--- src/hw/rtl/swsh_pkg.sv ---
`default_nettype none

package swsh_pkg;

  localparam int unsigned DEPTH_DEF       = 64;
  localparam int unsigned SAMPLE_BITS_DEF = 32;

  // Fixed field widths
  localparam int unsigned CNT_W = 7;
  localparam int unsigned POS_W = 6;

  localparam logic [CNT_W-1:0] WLEN_RESET = 7'd64;

  localparam logic OP_APPEND = 1'b0;
  localparam logic OP_READ   = 1'b1;

  // Control part of one command handed from front to back
  typedef struct packed {
    logic             is_append;
    logic             rd_valid;
    logic [CNT_W-1:0] count;
  } swsh_flags_t;

  localparam int unsigned FLAGS_W = $bits(swsh_flags_t);

endpackage

`default_nettype wire

--- src/hw/rtl/swsh_in_if.sv ---
`default_nettype none

interface swsh_in_if #(
  parameter int unsigned SAMPLE_BITS = swsh_pkg::SAMPLE_BITS_DEF
);
  logic                             valid;
  logic                             ready;
  logic                             op;
  logic signed [SAMPLE_BITS-1:0]    sample;
  logic [swsh_pkg::POS_W-1:0]       position;

  modport source (output valid, op, sample, position, input ready);
  modport sink   (input valid, op, sample, position, output ready);
endinterface

`default_nettype wire

--- src/hw/rtl/swsh_out_if.sv ---
`default_nettype none

interface swsh_out_if #(
  parameter int unsigned SAMPLE_BITS = swsh_pkg::SAMPLE_BITS_DEF
);
  logic                          valid;
  logic                          ready;
  logic signed [SAMPLE_BITS-1:0] read_value;
  logic                          position_valid;
  logic [swsh_pkg::CNT_W-1:0]    count;
  logic                          window_empty;
  logic signed [SAMPLE_BITS-1:0] maximum;
  logic signed [SAMPLE_BITS-1:0] minimum;

  modport source (output valid, read_value, position_valid, count, window_empty,
                  maximum, minimum, input ready);
  modport sink   (input valid, read_value, position_valid, count, window_empty,
                  maximum, minimum, output ready);
endinterface

`default_nettype wire

--- src/hw/rtl/swsh_front.sv ---
`default_nettype none

module swsh_front #(
  parameter int unsigned DEPTH       = swsh_pkg::DEPTH_DEF,
  parameter int unsigned SAMPLE_BITS = swsh_pkg::SAMPLE_BITS_DEF
) (
  input  wire logic                           clk_i,
  input  wire logic                           rst_ni,
  swsh_in_if.sink                             in_i,
  input  wire logic                           cfg_we_i,
  input  wire logic [swsh_pkg::CNT_W-1:0]     cfg_data_i,
  input  wire logic                           cmd_full_i,
  output logic                                cmd_push_o,
  output swsh_pkg::swsh_flags_t               cmd_flags_o,
  output logic [$clog2(DEPTH)-1:0]            cmd_widx_o,
  output logic [$clog2(DEPTH)-1:0]            cmd_ridx_o,
  output logic [$clog2(DEPTH)-1:0]            cmd_oldest_o,
  output logic [SAMPLE_BITS-1:0]              cmd_sample_o
);

  localparam int unsigned IDX_W = $clog2(DEPTH);
  localparam int unsigned CAP   = (DEPTH < 127) ? DEPTH : 127;
  localparam int unsigned SUM_W = ((IDX_W > swsh_pkg::POS_W) ? IDX_W : swsh_pkg::POS_W) + 1;

  logic [swsh_pkg::CNT_W-1:0] wlen_q;
  logic [swsh_pkg::CNT_W-1:0] held_q, held_d;
  logic [IDX_W-1:0]           oldest_q, oldest_d;
  logic [IDX_W-1:0]           next_q, next_d;

  logic                       accept;
  logic                       is_append;
  logic [swsh_pkg::CNT_W-1:0] eff_len;
  logic [IDX_W-1:0]           next_inc;
  logic [IDX_W-1:0]           oldest_inc;
  logic [SUM_W-1:0]           pos_sum;
  logic [SUM_W-1:0]           pos_wrap;
  logic                       pos_ok;

  // Clamp the programmed length into 1..min(DEPTH, 127)
  assign eff_len = (wlen_q == '0) ? swsh_pkg::CNT_W'(1) :
                   ((wlen_q > swsh_pkg::CNT_W'(CAP)) ? swsh_pkg::CNT_W'(CAP) : wlen_q);

  assign in_i.ready = !cmd_full_i;
  assign accept     = in_i.valid && in_i.ready;
  assign is_append  = (in_i.op == swsh_pkg::OP_APPEND);

  assign next_inc   = (next_q == IDX_W'(DEPTH - 1)) ? '0 : next_q + 1'b1;
  assign oldest_inc = (oldest_q == IDX_W'(DEPTH - 1)) ? '0 : oldest_q + 1'b1;

  // Sum stays below twice DEPTH whenever the position is in range
  assign pos_sum  = SUM_W'(oldest_q) + SUM_W'(in_i.position);
  assign pos_wrap = (pos_sum >= SUM_W'(DEPTH)) ? pos_sum - SUM_W'(DEPTH) : pos_sum;
  assign pos_ok   = !is_append && (swsh_pkg::CNT_W'(in_i.position) < held_q);

  always_comb begin
    held_d   = held_q;
    oldest_d = oldest_q;
    next_d   = next_q;
    if (is_append) begin
      next_d = next_inc;
      if (held_q < eff_len) begin
        held_d = held_q + 1'b1;
      end else begin
        oldest_d = oldest_inc;
      end
    end
  end

  assign cmd_push_o            = accept;
  assign cmd_flags_o.is_append = is_append;
  assign cmd_flags_o.rd_valid  = pos_ok;
  assign cmd_flags_o.count     = held_d;
  assign cmd_widx_o            = next_q;
  assign cmd_ridx_o            = pos_wrap[IDX_W-1:0];
  assign cmd_oldest_o          = oldest_d;
  assign cmd_sample_o          = in_i.sample;

  always_ff @(posedge clk_i or negedge rst_ni) begin
    if (!rst_ni) begin
      wlen_q   <= swsh_pkg::WLEN_RESET;
      held_q   <= '0;
      oldest_q <= '0;
      next_q   <= '0;
    end else if (cfg_we_i) begin
      wlen_q   <= cfg_data_i;
      held_q   <= '0;
      oldest_q <= '0;
      next_q   <= '0;
    end else if (accept) begin
      held_q   <= held_d;
      oldest_q <= oldest_d;
      next_q   <= next_d;
    end
  end

endmodule

`default_nettype wire

--- src/hw/rtl/swsh_queue.sv ---
`default_nettype none

module swsh_queue #(
  parameter int unsigned WIDTH = 8
) (
  input  wire logic             clk_i,
  input  wire logic             rst_ni,
  input  wire logic             push_i,
  input  wire logic [WIDTH-1:0] data_i,
  output logic                  full_o,
  input  wire logic             pop_i,
  output logic [WIDTH-1:0]      data_o,
  output logic                  empty_o
);

  localparam int unsigned QDEPTH = 2;
  localparam int unsigned PTR_W  = $clog2(QDEPTH);
  localparam int unsigned CNT_W  = $clog2(QDEPTH + 1);

  logic [WIDTH-1:0] slot_q [QDEPTH];
  logic [PTR_W-1:0] wr_ptr_q;
  logic [PTR_W-1:0] rd_ptr_q;
  logic [CNT_W-1:0] cnt_q;

  logic do_push;
  logic do_pop;

  assign full_o  = (cnt_q == CNT_W'(QDEPTH));
  assign empty_o = (cnt_q == '0);
  assign data_o  = slot_q[rd_ptr_q];
  assign do_push = push_i && !full_o;
  assign do_pop  = pop_i && !empty_o;

  always_ff @(posedge clk_i) begin
    if (do_push) begin
      slot_q[wr_ptr_q] <= data_i;
    end
  end

  always_ff @(posedge clk_i or negedge rst_ni) begin
    if (!rst_ni) begin
      wr_ptr_q <= '0;
      rd_ptr_q <= '0;
      cnt_q    <= '0;
    end else begin
      if (do_push) begin
        wr_ptr_q <= wr_ptr_q + 1'b1;
      end
      if (do_pop) begin
        rd_ptr_q <= rd_ptr_q + 1'b1;
      end
      if (do_push && !do_pop) begin
        cnt_q <= cnt_q + 1'b1;
      end else if (do_pop && !do_push) begin
        cnt_q <= cnt_q - 1'b1;
      end
    end
  end

endmodule

`default_nettype wire

--- src/hw/rtl/swsh_back.sv ---
`default_nettype none

module swsh_back #(
  parameter int unsigned DEPTH       = swsh_pkg::DEPTH_DEF,
  parameter int unsigned SAMPLE_BITS = swsh_pkg::SAMPLE_BITS_DEF
) (
  input  wire logic                        clk_i,
  input  wire logic                        rst_ni,
  input  wire logic                        cmd_empty_i,
  output logic                             cmd_pop_o,
  input  wire swsh_pkg::swsh_flags_t       cmd_flags_i,
  input  wire logic [$clog2(DEPTH)-1:0]    cmd_widx_i,
  input  wire logic [$clog2(DEPTH)-1:0]    cmd_ridx_i,
  input  wire logic [$clog2(DEPTH)-1:0]    cmd_oldest_i,
  input  wire logic [SAMPLE_BITS-1:0]      cmd_sample_i,
  swsh_out_if.source                       out_o
);

  localparam int unsigned IDX_W = $clog2(DEPTH);

  localparam logic [1:0] ST_IDLE  = 2'd0;
  localparam logic [1:0] ST_RUN   = 2'd1;
  localparam logic [1:0] ST_DRAIN = 2'd2;

  // What the registered read data belongs to
  localparam logic [1:0] TAG_NONE  = 2'd0;
  localparam logic [1:0] TAG_READ  = 2'd1;
  localparam logic [1:0] TAG_FIRST = 2'd2;
  localparam logic [1:0] TAG_NEXT  = 2'd3;

  logic [SAMPLE_BITS-1:0]        mem_q [DEPTH];
  logic [SAMPLE_BITS-1:0]        rdata_q;

  logic [1:0]                    state_q;
  logic [1:0]                    tag_q;
  logic [IDX_W-1:0]              ridx_q;
  logic                          rd_pend_q;
  logic [swsh_pkg::CNT_W-1:0]    scan_left_q;
  logic [IDX_W-1:0]              scan_ptr_q;
  logic                          first_q;
  logic                          out_vld_q;

  logic signed [SAMPLE_BITS-1:0] value_q;
  logic                          pvalid_q;
  logic [swsh_pkg::CNT_W-1:0]    count_q;
  logic signed [SAMPLE_BITS-1:0] max_q;
  logic signed [SAMPLE_BITS-1:0] min_q;

  logic                          slot_free;
  logic                          mem_we;
  logic [IDX_W-1:0]              raddr;
  logic [1:0]                    issue_tag;
  logic [IDX_W-1:0]              scan_inc;

  assign slot_free = !out_vld_q || out_o.ready;
  assign cmd_pop_o = (state_q == ST_IDLE) && !cmd_empty_i && slot_free;
  assign mem_we    = cmd_pop_o && cmd_flags_i.is_append;
  assign scan_inc  = (scan_ptr_q == IDX_W'(DEPTH - 1)) ? '0 : scan_ptr_q + 1'b1;

  // Issue the positional read first, then one scan read per cycle
  always_comb begin
    issue_tag = TAG_NONE;
    raddr     = scan_ptr_q;
    if (state_q == ST_RUN) begin
      if (rd_pend_q) begin
        raddr     = ridx_q;
        issue_tag = TAG_READ;
      end else if (scan_left_q != '0) begin
        issue_tag = first_q ? TAG_FIRST : TAG_NEXT;
      end
    end
  end

  always_ff @(posedge clk_i) begin
    if (mem_we) begin
      mem_q[cmd_widx_i] <= cmd_sample_i;
    end
    rdata_q <= mem_q[raddr];
  end

  always_ff @(posedge clk_i or negedge rst_ni) begin
    if (!rst_ni) begin
      state_q     <= ST_IDLE;
      tag_q       <= TAG_NONE;
      ridx_q      <= '0;
      rd_pend_q   <= 1'b0;
      scan_left_q <= '0;
      scan_ptr_q  <= '0;
      first_q     <= 1'b0;
      out_vld_q   <= 1'b0;
    end else begin
      tag_q <= issue_tag;
      if (state_q == ST_DRAIN) begin
        out_vld_q <= 1'b1;
      end else if (out_vld_q && out_o.ready) begin
        out_vld_q <= 1'b0;
      end
      case (state_q)
        ST_IDLE: begin
          if (cmd_pop_o) begin
            ridx_q      <= cmd_ridx_i;
            rd_pend_q   <= cmd_flags_i.rd_valid;
            scan_left_q <= cmd_flags_i.count;
            scan_ptr_q  <= cmd_oldest_i;
            first_q     <= 1'b1;
            state_q     <= ST_RUN;
          end
        end
        ST_RUN: begin
          if (rd_pend_q) begin
            rd_pend_q <= 1'b0;
          end else if (scan_left_q != '0) begin
            scan_left_q <= scan_left_q - 1'b1;
            scan_ptr_q  <= scan_inc;
            first_q     <= 1'b0;
          end else begin
            state_q <= ST_DRAIN;
          end
        end
        ST_DRAIN: begin
          state_q <= ST_IDLE;
        end
        default: begin
          state_q <= ST_IDLE;
        end
      endcase
    end
  end

  // Result word doubles as the accumulator; it only changes while no word is shown
  always_ff @(posedge clk_i) begin
    if (cmd_pop_o) begin
      value_q  <= '0;
      pvalid_q <= cmd_flags_i.rd_valid;
      count_q  <= cmd_flags_i.count;
      max_q    <= '0;
      min_q    <= '0;
    end else begin
      case (tag_q)
        TAG_READ: begin
          value_q <= rdata_q;
        end
        TAG_FIRST: begin
          max_q <= rdata_q;
          min_q <= rdata_q;
        end
        TAG_NEXT: begin
          if ($signed(rdata_q) > max_q) begin
            max_q <= rdata_q;
          end
          if ($signed(rdata_q) < min_q) begin
            min_q <= rdata_q;
          end
        end
        default: begin
        end
      endcase
    end
  end

  assign out_o.valid          = out_vld_q;
  assign out_o.read_value     = value_q;
  assign out_o.position_valid = pvalid_q;
  assign out_o.count          = count_q;
  assign out_o.window_empty   = (count_q == '0);
  assign out_o.maximum        = max_q;
  assign out_o.minimum        = min_q;

endmodule

`default_nettype wire

--- src/hw/rtl/sliding_window_sample_history.sv ---
`default_nettype none

// Channel     | Dir | Word contents
// ------------+-----+--------------------------------------------------------
// in_i        | in  | op, sample, position (valid/ready)
// out_o       | out | read_value, position_valid, count, window_empty,
//             |     | maximum, minimum (valid/ready)
// cfg_we_i/.. | in  | window_length write, clears the window
//
// Scan: the scan unit reads the count held samples from the oldest, one entry per
// cycle through the single read port of the sample memory, after the positional
// read when the word reads a held position (count is the number of held samples
// after the word, up to 64 by default).
// Reset: pointers and count clear, window length returns to 64; the sample
// memory is not cleared, only entries that were written are ever read.
// Stalls: a two-entry command queue lets the front take new words while the
// scan unit is busy or a finished word waits on out_o.ready.
module sliding_window_sample_history #(
  parameter int unsigned DEPTH       = swsh_pkg::DEPTH_DEF,
  parameter int unsigned SAMPLE_BITS = swsh_pkg::SAMPLE_BITS_DEF
) (
  input  wire logic                       clk_i,
  input  wire logic                       rst_ni,
  input  wire logic                       cfg_we_i,
  input  wire logic [swsh_pkg::CNT_W-1:0] cfg_data_i,
  swsh_in_if.sink                         in_i,
  swsh_out_if.source                      out_o
);

  localparam int unsigned IDX_W = $clog2(DEPTH);
  localparam int unsigned CAP   = (DEPTH < 127) ? DEPTH : 127;
  localparam int unsigned CMD_W = swsh_pkg::FLAGS_W + 3 * IDX_W + SAMPLE_BITS;

  // Front to queue
  logic                  f_push;
  swsh_pkg::swsh_flags_t f_flags;
  logic [IDX_W-1:0]      f_widx;
  logic [IDX_W-1:0]      f_ridx;
  logic [IDX_W-1:0]      f_oldest;
  logic [SAMPLE_BITS-1:0] f_sample;
  logic                  q_full;

  // Queue to back
  logic [CMD_W-1:0]      q_din;
  logic [CMD_W-1:0]      q_dout;
  logic                  q_empty;
  logic                  b_pop;
  swsh_pkg::swsh_flags_t b_flags;
  logic [IDX_W-1:0]      b_widx;
  logic [IDX_W-1:0]      b_ridx;
  logic [IDX_W-1:0]      b_oldest;
  logic [SAMPLE_BITS-1:0] b_sample;

  // Classify the word and advance the window pointers at accept time
  swsh_front #(
    .DEPTH       (DEPTH),
    .SAMPLE_BITS (SAMPLE_BITS)
  ) u_front (
    .clk_i        (clk_i),
    .rst_ni       (rst_ni),
    .in_i         (in_i),
    .cfg_we_i     (cfg_we_i),
    .cfg_data_i   (cfg_data_i),
    .cmd_full_i   (q_full),
    .cmd_push_o   (f_push),
    .cmd_flags_o  (f_flags),
    .cmd_widx_o   (f_widx),
    .cmd_ridx_o   (f_ridx),
    .cmd_oldest_o (f_oldest),
    .cmd_sample_o (f_sample)
  );

  assign q_din = {f_flags, f_widx, f_ridx, f_oldest, f_sample};

  swsh_queue #(
    .WIDTH (CMD_W)
  ) u_queue (
    .clk_i   (clk_i),
    .rst_ni  (rst_ni),
    .push_i  (f_push),
    .data_i  (q_din),
    .full_o  (q_full),
    .pop_i   (b_pop),
    .data_o  (q_dout),
    .empty_o (q_empty)
  );

  assign {b_flags, b_widx, b_ridx, b_oldest, b_sample} = q_dout;

  // Write an appended sample or read the held position, then scan the held entries from the oldest
  swsh_back #(
    .DEPTH       (DEPTH),
    .SAMPLE_BITS (SAMPLE_BITS)
  ) u_back (
    .clk_i        (clk_i),
    .rst_ni       (rst_ni),
    .cmd_empty_i  (q_empty),
    .cmd_pop_o    (b_pop),
    .cmd_flags_i  (b_flags),
    .cmd_widx_i   (b_widx),
    .cmd_ridx_i   (b_ridx),
    .cmd_oldest_i (b_oldest),
    .cmd_sample_i (b_sample),
    .out_o        (out_o)
  );

  // The front must never push into a full queue
  a_no_overflow: assert property (@(posedge clk_i) disable iff (!rst_ni)
    f_push |-> !q_full)
    else $error("command pushed into full queue");

  // The back pops only what is there
  a_no_underflow: assert property (@(posedge clk_i) disable iff (!rst_ni)
    b_pop |-> !q_empty)
    else $error("command popped from empty queue");

  // An empty window reports zero extremes and no valid read
  a_empty_result: assert property (@(posedge clk_i) disable iff (!rst_ni)
    (out_o.valid && out_o.window_empty) |->
      (out_o.maximum == '0 && out_o.minimum == '0 && !out_o.position_valid))
    else $error("empty window with nonzero result");

  // The held count never exceeds the capacity of the window
  a_count_cap: assert property (@(posedge clk_i) disable iff (!rst_ni)
    out_o.valid |-> (out_o.count <= swsh_pkg::CNT_W'(CAP)))
    else $error("held count beyond window capacity");

endmodule

`default_nettype wire
--- src/flat_wrapper.sv ---
// flat-port wrapper written by rule: the top's interface ports become plain ports
module sliding_window_sample_history_flat 
#(
  parameter int unsigned DEPTH       = swsh_pkg::DEPTH_DEF,
  parameter int unsigned SAMPLE_BITS = swsh_pkg::SAMPLE_BITS_DEF
)
  (clk_i, rst_ni, cfg_we_i, cfg_data_i, in_i_valid, in_i_op, in_i_sample, in_i_position, in_i_ready, out_o_valid, out_o_read_value, out_o_position_valid, out_o_count, out_o_window_empty, out_o_maximum, out_o_minimum, out_o_ready);
  swsh_in_if #(.SAMPLE_BITS(SAMPLE_BITS)) in_i_i ();
  swsh_out_if #(.SAMPLE_BITS(SAMPLE_BITS)) out_o_i ();
  input  wire logic clk_i;
  input  wire logic rst_ni;
  input  wire logic cfg_we_i;
  input  wire logic [swsh_pkg::CNT_W-1:0] cfg_data_i;
  input wire logic [$bits(in_i_i.valid)-1:0] in_i_valid;
  input wire logic [$bits(in_i_i.op)-1:0] in_i_op;
  input wire logic [$bits(in_i_i.sample)-1:0] in_i_sample;
  input wire logic [$bits(in_i_i.position)-1:0] in_i_position;
  output wire logic [$bits(in_i_i.ready)-1:0] in_i_ready;
  output wire logic [$bits(out_o_i.valid)-1:0] out_o_valid;
  output wire logic [$bits(out_o_i.read_value)-1:0] out_o_read_value;
  output wire logic [$bits(out_o_i.position_valid)-1:0] out_o_position_valid;
  output wire logic [$bits(out_o_i.count)-1:0] out_o_count;
  output wire logic [$bits(out_o_i.window_empty)-1:0] out_o_window_empty;
  output wire logic [$bits(out_o_i.maximum)-1:0] out_o_maximum;
  output wire logic [$bits(out_o_i.minimum)-1:0] out_o_minimum;
  input wire logic [$bits(out_o_i.ready)-1:0] out_o_ready;
  assign in_i_i.valid = in_i_valid;
  assign in_i_i.op = in_i_op;
  assign in_i_i.sample = in_i_sample;
  assign in_i_i.position = in_i_position;
  assign in_i_ready = in_i_i.ready;
  assign out_o_valid = out_o_i.valid;
  assign out_o_read_value = out_o_i.read_value;
  assign out_o_position_valid = out_o_i.position_valid;
  assign out_o_count = out_o_i.count;
  assign out_o_window_empty = out_o_i.window_empty;
  assign out_o_maximum = out_o_i.maximum;
  assign out_o_minimum = out_o_i.minimum;
  assign out_o_i.ready = out_o_ready;
  sliding_window_sample_history #(.DEPTH(DEPTH), .SAMPLE_BITS(SAMPLE_BITS)) u_core (.clk_i(clk_i), .rst_ni(rst_ni), .cfg_we_i(cfg_we_i), .cfg_data_i(cfg_data_i), .in_i(in_i_i), .out_o(out_o_i));
endmodule
--- config.mk ---
export PLATFORM = sky130hd
export DESIGN_NAME = sliding_window_sample_history_flat
export DESIGN_NICKNAME = d
export VERILOG_FILES = /design/src/hw/rtl/swsh_pkg.sv /design/src/hw/rtl/swsh_in_if.sv /design/src/hw/rtl/swsh_out_if.sv /design/src/hw/rtl/swsh_front.sv /design/src/hw/rtl/swsh_queue.sv /design/src/hw/rtl/swsh_back.sv /design/src/hw/rtl/sliding_window_sample_history.sv /design/src/flat_wrapper.sv
export SDC_FILE = /design/constraint.sdc
export NUM_CORES = 2
export LEC_CHECK = 0
export ABC_CLOCK_PERIOD_IN_PS = 10200
export BUFFER_PORTS_ARGS = -buffer_cell sky130_fd_sc_hd__buf_2
export CAP_MARGIN = 20
export CORE_ASPECT_RATIO = 0.7
export CORE_UTILIZATION = 30
export CTS_CLUSTER_DIAMETER = 30
export DETAILED_ROUTE_END_ITERATION = 6
export SETUP_SLACK_MARGIN = 0.4
export SLEW_MARGIN = 20
export SYNTH_ARGS = -nofsm -noshare
export SYNTH_HDL_FRONTEND = slang
export SYNTH_SLANG_ARGS = --single-unit
--- constraint.sdc ---
create_clock -name clk_i -period 10.2 [get_ports clk_i]
set_input_delay 0.51 -clock clk_i [delete_from_list [all_inputs] [get_ports clk_i]]
set_output_delay 0.51 -clock clk_i [all_outputs]
set_load 0.005 [all_outputs]
==> impl_metrics.env <==
export IMPL_synth_seq_cells=2358
export IMPL_rsz0062_at_grt="no"
export IMPL_r2r_start="u_core.u_back.state_q[1]"
export IMPL_syn_nets=6003
export IMPL_required_ns=10.93
export IMPL_dpl_cell_area_um2=99700
export IMPL_slew_viol_final=0
export IMPL_cap_violations=0
export IMPL_area_growth_pct=18.0
export IMPL_status="complete, no violations"
export IMPL_cellPowerDensity_nw_per_um2=307
export IMPL_drt_wirelength_per_cell_um=28.8
export IMPL_setup_viol=0
export IMPL_peakVddDrop_mv=0.240
export IMPL_via_per_inst=5.43
export IMPL_die_h_um=469
export IMPL_first_pass_iters=6
export IMPL_die_w_um=669
export IMPL_initialDrtViolationCount=9052
export IMPL_insertion_delay_ns=0.85
export IMPL_synth_main_ff_cell="edfxtp_1"
export IMPL_cts_tree="yes"
export IMPL_power_leakage_uw=0.0375
export IMPL_coreArea_um2=308000
export IMPL_finalPower_uw=33800
export IMPL_synth_cells=5865
export IMPL_ctsResizeCount=0
export IMPL_num_vias=57300
export IMPL_ioPinCount=158
export IMPL_numCtsBuffers=289
export IMPL_grt_pass1_vias=53500
export IMPL_synth_async_reset_ratio_pct=2.37
export IMPL_final_antenna_net_count=0
export IMPL_clock_sinks=2358
export IMPL_port_buffers=157
export IMPL_rows=170
export IMPL_r2r_cells=9
export IMPL_hold_path_end="u_core.u_queue.slot_q[0][38]"
export IMPL_final_setup_tns_ns=0
export IMPL_r2r_end="u_core.u_back.rdata_q[15]"
export IMPL_hold_class="in -> reg"
export IMPL_yosys_warnings=0
export IMPL_period_share_pct=52.9
export IMPL_fmax_mhz=185
export IMPL_hold_slack_ns=0.0487
export IMPL_slew_headroom_pct=18.7
export IMPL_htree_levels=5
export IMPL_drive_above_1_share_pct=18.1
export IMPL_yosysSeqAreaShare_pct=74.2
export IMPL_crit_arrival_ns=6.13
export IMPL_synth_edf_count=2174
export IMPL_min_from="in_i_position[0]"
export IMPL_fillers=28800
export IMPL_synth_area_leaders="edfxtp_1 (70%), mux4_2 (4.9%), mux2i_1 (4.0%)"
export IMPL_grt_max_degree=157
export IMPL_nNetsFinal=6326
export IMPL_cts_root_buf="clkbuf_16"
export IMPL_ff2ff_setup_slack_ns=4.80
export IMPL_gp_congestion=0.855
export IMPL_fin_area_um2=110000
export IMPL_totalWireLength_um=304000
export IMPL_endpoint_kind="register"
export IMPL_synth_area_per_cell_um2=15.9
export IMPL_criticalPathCategory="reg -> reg"
export IMPL_floorplan_initialDensity_pct=30.3
export IMPL_seq_area_um2=69300
export IMPL_crit_path_max_fanout=51
export IMPL_synth_area_um2=93300
export IMPL_cts_path_max_buffers=4
export IMPL_crit_path_start_kind="register"
export IMPL_synth_top_area_share_pct=70.0
export IMPL_finalCriticalPeriod_ns=5.40
export IMPL_grt_use_total_pct=18.9
export IMPL_multi_input_area_um2=22800
export IMPL_final_util_pct=35.7
export IMPL_grt_overflow=0
export IMPL_antenna_found_initial=22
export IMPL_die_area_um2=313000
export IMPL_worst_pin_slew_ns=1.22
export IMPL_whs_path_depth=2
export IMPL_skew_ns=0.0499
export IMPL_dpl_hpwl_um=176000
export IMPL_grt_pass1_wl_um=420000
export IMPL_clk_pin_slew_ns=0.06
export IMPL_final_hold_violation_count=0
export IMPL_drc=0
export IMPL_synth_distinct_cells=74
export IMPL_synth_top_cell_by_area="edfxtp_1"
-- how the worst max path moves through the flow --
stage                                   from                          end  slack (ns)
floorplan            u_core.u_queue.cnt_q[0]  u_core.u_queue.slot_q[0][0]        6.38
finish              u_core.u_back.state_q[1]    u_core.u_back.rdata_q[15]        4.80
global route        u_core.u_back.state_q[1]    u_core.u_back.rdata_q[15]        4.64
CTS                 u_core.u_back.state_q[1]    u_core.u_back.rdata_q[15]        4.92
global placement    u_core.u_back.state_q[1]     u_core.u_back.rdata_q[9]        4.88
detailed placement  u_core.u_back.state_q[1]    u_core.u_back.rdata_q[15]        4.93
-- metrics by stage --
step                      cells  worst slack, ns
after floorplan            5865             6.38
after global placement     9981             4.88
after detailed placement   9983             4.93
after CTS                 10500             4.92
after global routing      10500             4.64
final                     10600             4.80
-- cell usage in the layout, fill, tap and decap left out, drive strengths merged, types with 63 or more instances in the layout --
cell,n
nand3,369
inv,202
dfxtp,128
clkinv,77
buf,311
mux2i,372
edfxtp,2174
ha,86
a21oi,117
o21ai,63
nor2,157
nand2,936
clkbuf,321
a22oi,71
mux4,202
a211oi,66
-- cells in the mapped netlist, types with 43 or more instances --
cell	count
inv_1	136
buf_1	47
mux2_2	55
a2111oi_0	51
nor2_1	155
dfxtp_1	128
a22oi_1	71
nand3_1	369
edfxtp_1	2174
dfrtp_1	55
o21ai_0	59
a21oi_1	116
mux4_2	202
a311oi_1	55
a221oi_1	43
nand4_1	57
nand2_1	936
a211oi_1	66
buf_2	105
mux2i_1	372
clkbuf_1	142
ha_1	86
nor3_1	54
-- registers in the layout, indices dropped and copies added (netlist names), 6 cells and up --
signal / flops
u_core.u_back.mem_q: 2048
u_core.u_back.out_o.count: 7
u_core.u_back.out_o.maximum: 32
u_core.u_back.out_o.minimum: 32
u_core.u_back.out_o.read_value: 32
u_core.u_back.rdata_q: 32
u_core.u_back.ridx_q: 6
u_core.u_back.scan_left_q: 7
u_core.u_back.scan_ptr_q: 6
u_core.u_front.cmd_widx_o: 6
u_core.u_front.held_q: 7
u_core.u_front.oldest_q: 6
u_core.u_front.wlen_q: 7
u_core.u_queue.slot_q: 118
-- cell families (layout without fill, tap and decap cells) --
family	after synthesis	after routing	share of synthesized area [%]
AND/OR/NAND/NOR	1677	1677	7.82
AO/OA/AOI/OAI	631	631	4.88
adder cells (fa/ha/maj)	87	87	1.17
multiplexers	629	629	9.53
buffers and inverters	458	1009	2.13
XOR/XNOR	25	25	0.235
other	0	11	0
flip-flops	2358	2358	74.2
-- worst max-delay path, cell delays in order, from the launching register on --
cell and delay [ns]:
dfrtp_1 0.44, nand3b_4 0.44, buf_4 0.64, a21o_4 0.50, buf_4 0.68, buf_4 0.80
mux4_2 0.42, a22oi_1 0.24, o2111ai_1 0.35, or4_1 0.62
-- power breakdown --
part	leakage [uW]	switching, uW	total (uW)	internal, uW
combinational	0.0114	7110	10300	3230
clock	0.00476	4320	10600	6270
sequential	0.0214	640	12800	12200
total	0.0375	12100	33800	21700
-- cell type report --
class / instances / area share, %
well taps: 4128 / 4.69
flip-flops and latches: 2358 / 62.9
inverters: 138 / 0.473
diodes: 11 / 0.0250
multi-input cells: 3049 / 20.7
clock buffers: 321 / 6.87
repair buffers: 352 / 2.26
clock inverters: 198 / 2.07
-- what timing repair did --
item / CTS / global route
setup buffers: 0 / 0
hold endpoints to repair: 127 / 0
hold buffers: 41 / 0
-- metal layers --
layer | part of all wire, % | vias to the layer above | global-route usage (%)
li1 | - | 23500 | -
met4 | 2.8 | 8 | 5.20
met5 | 0.018 | - | 0
met2 | 41 | 4023 | 26.1
met1 | 42 | 29300 | 28.2
met3 | 14 | 501 | 5.90
(Power assumes the default switching activity.)
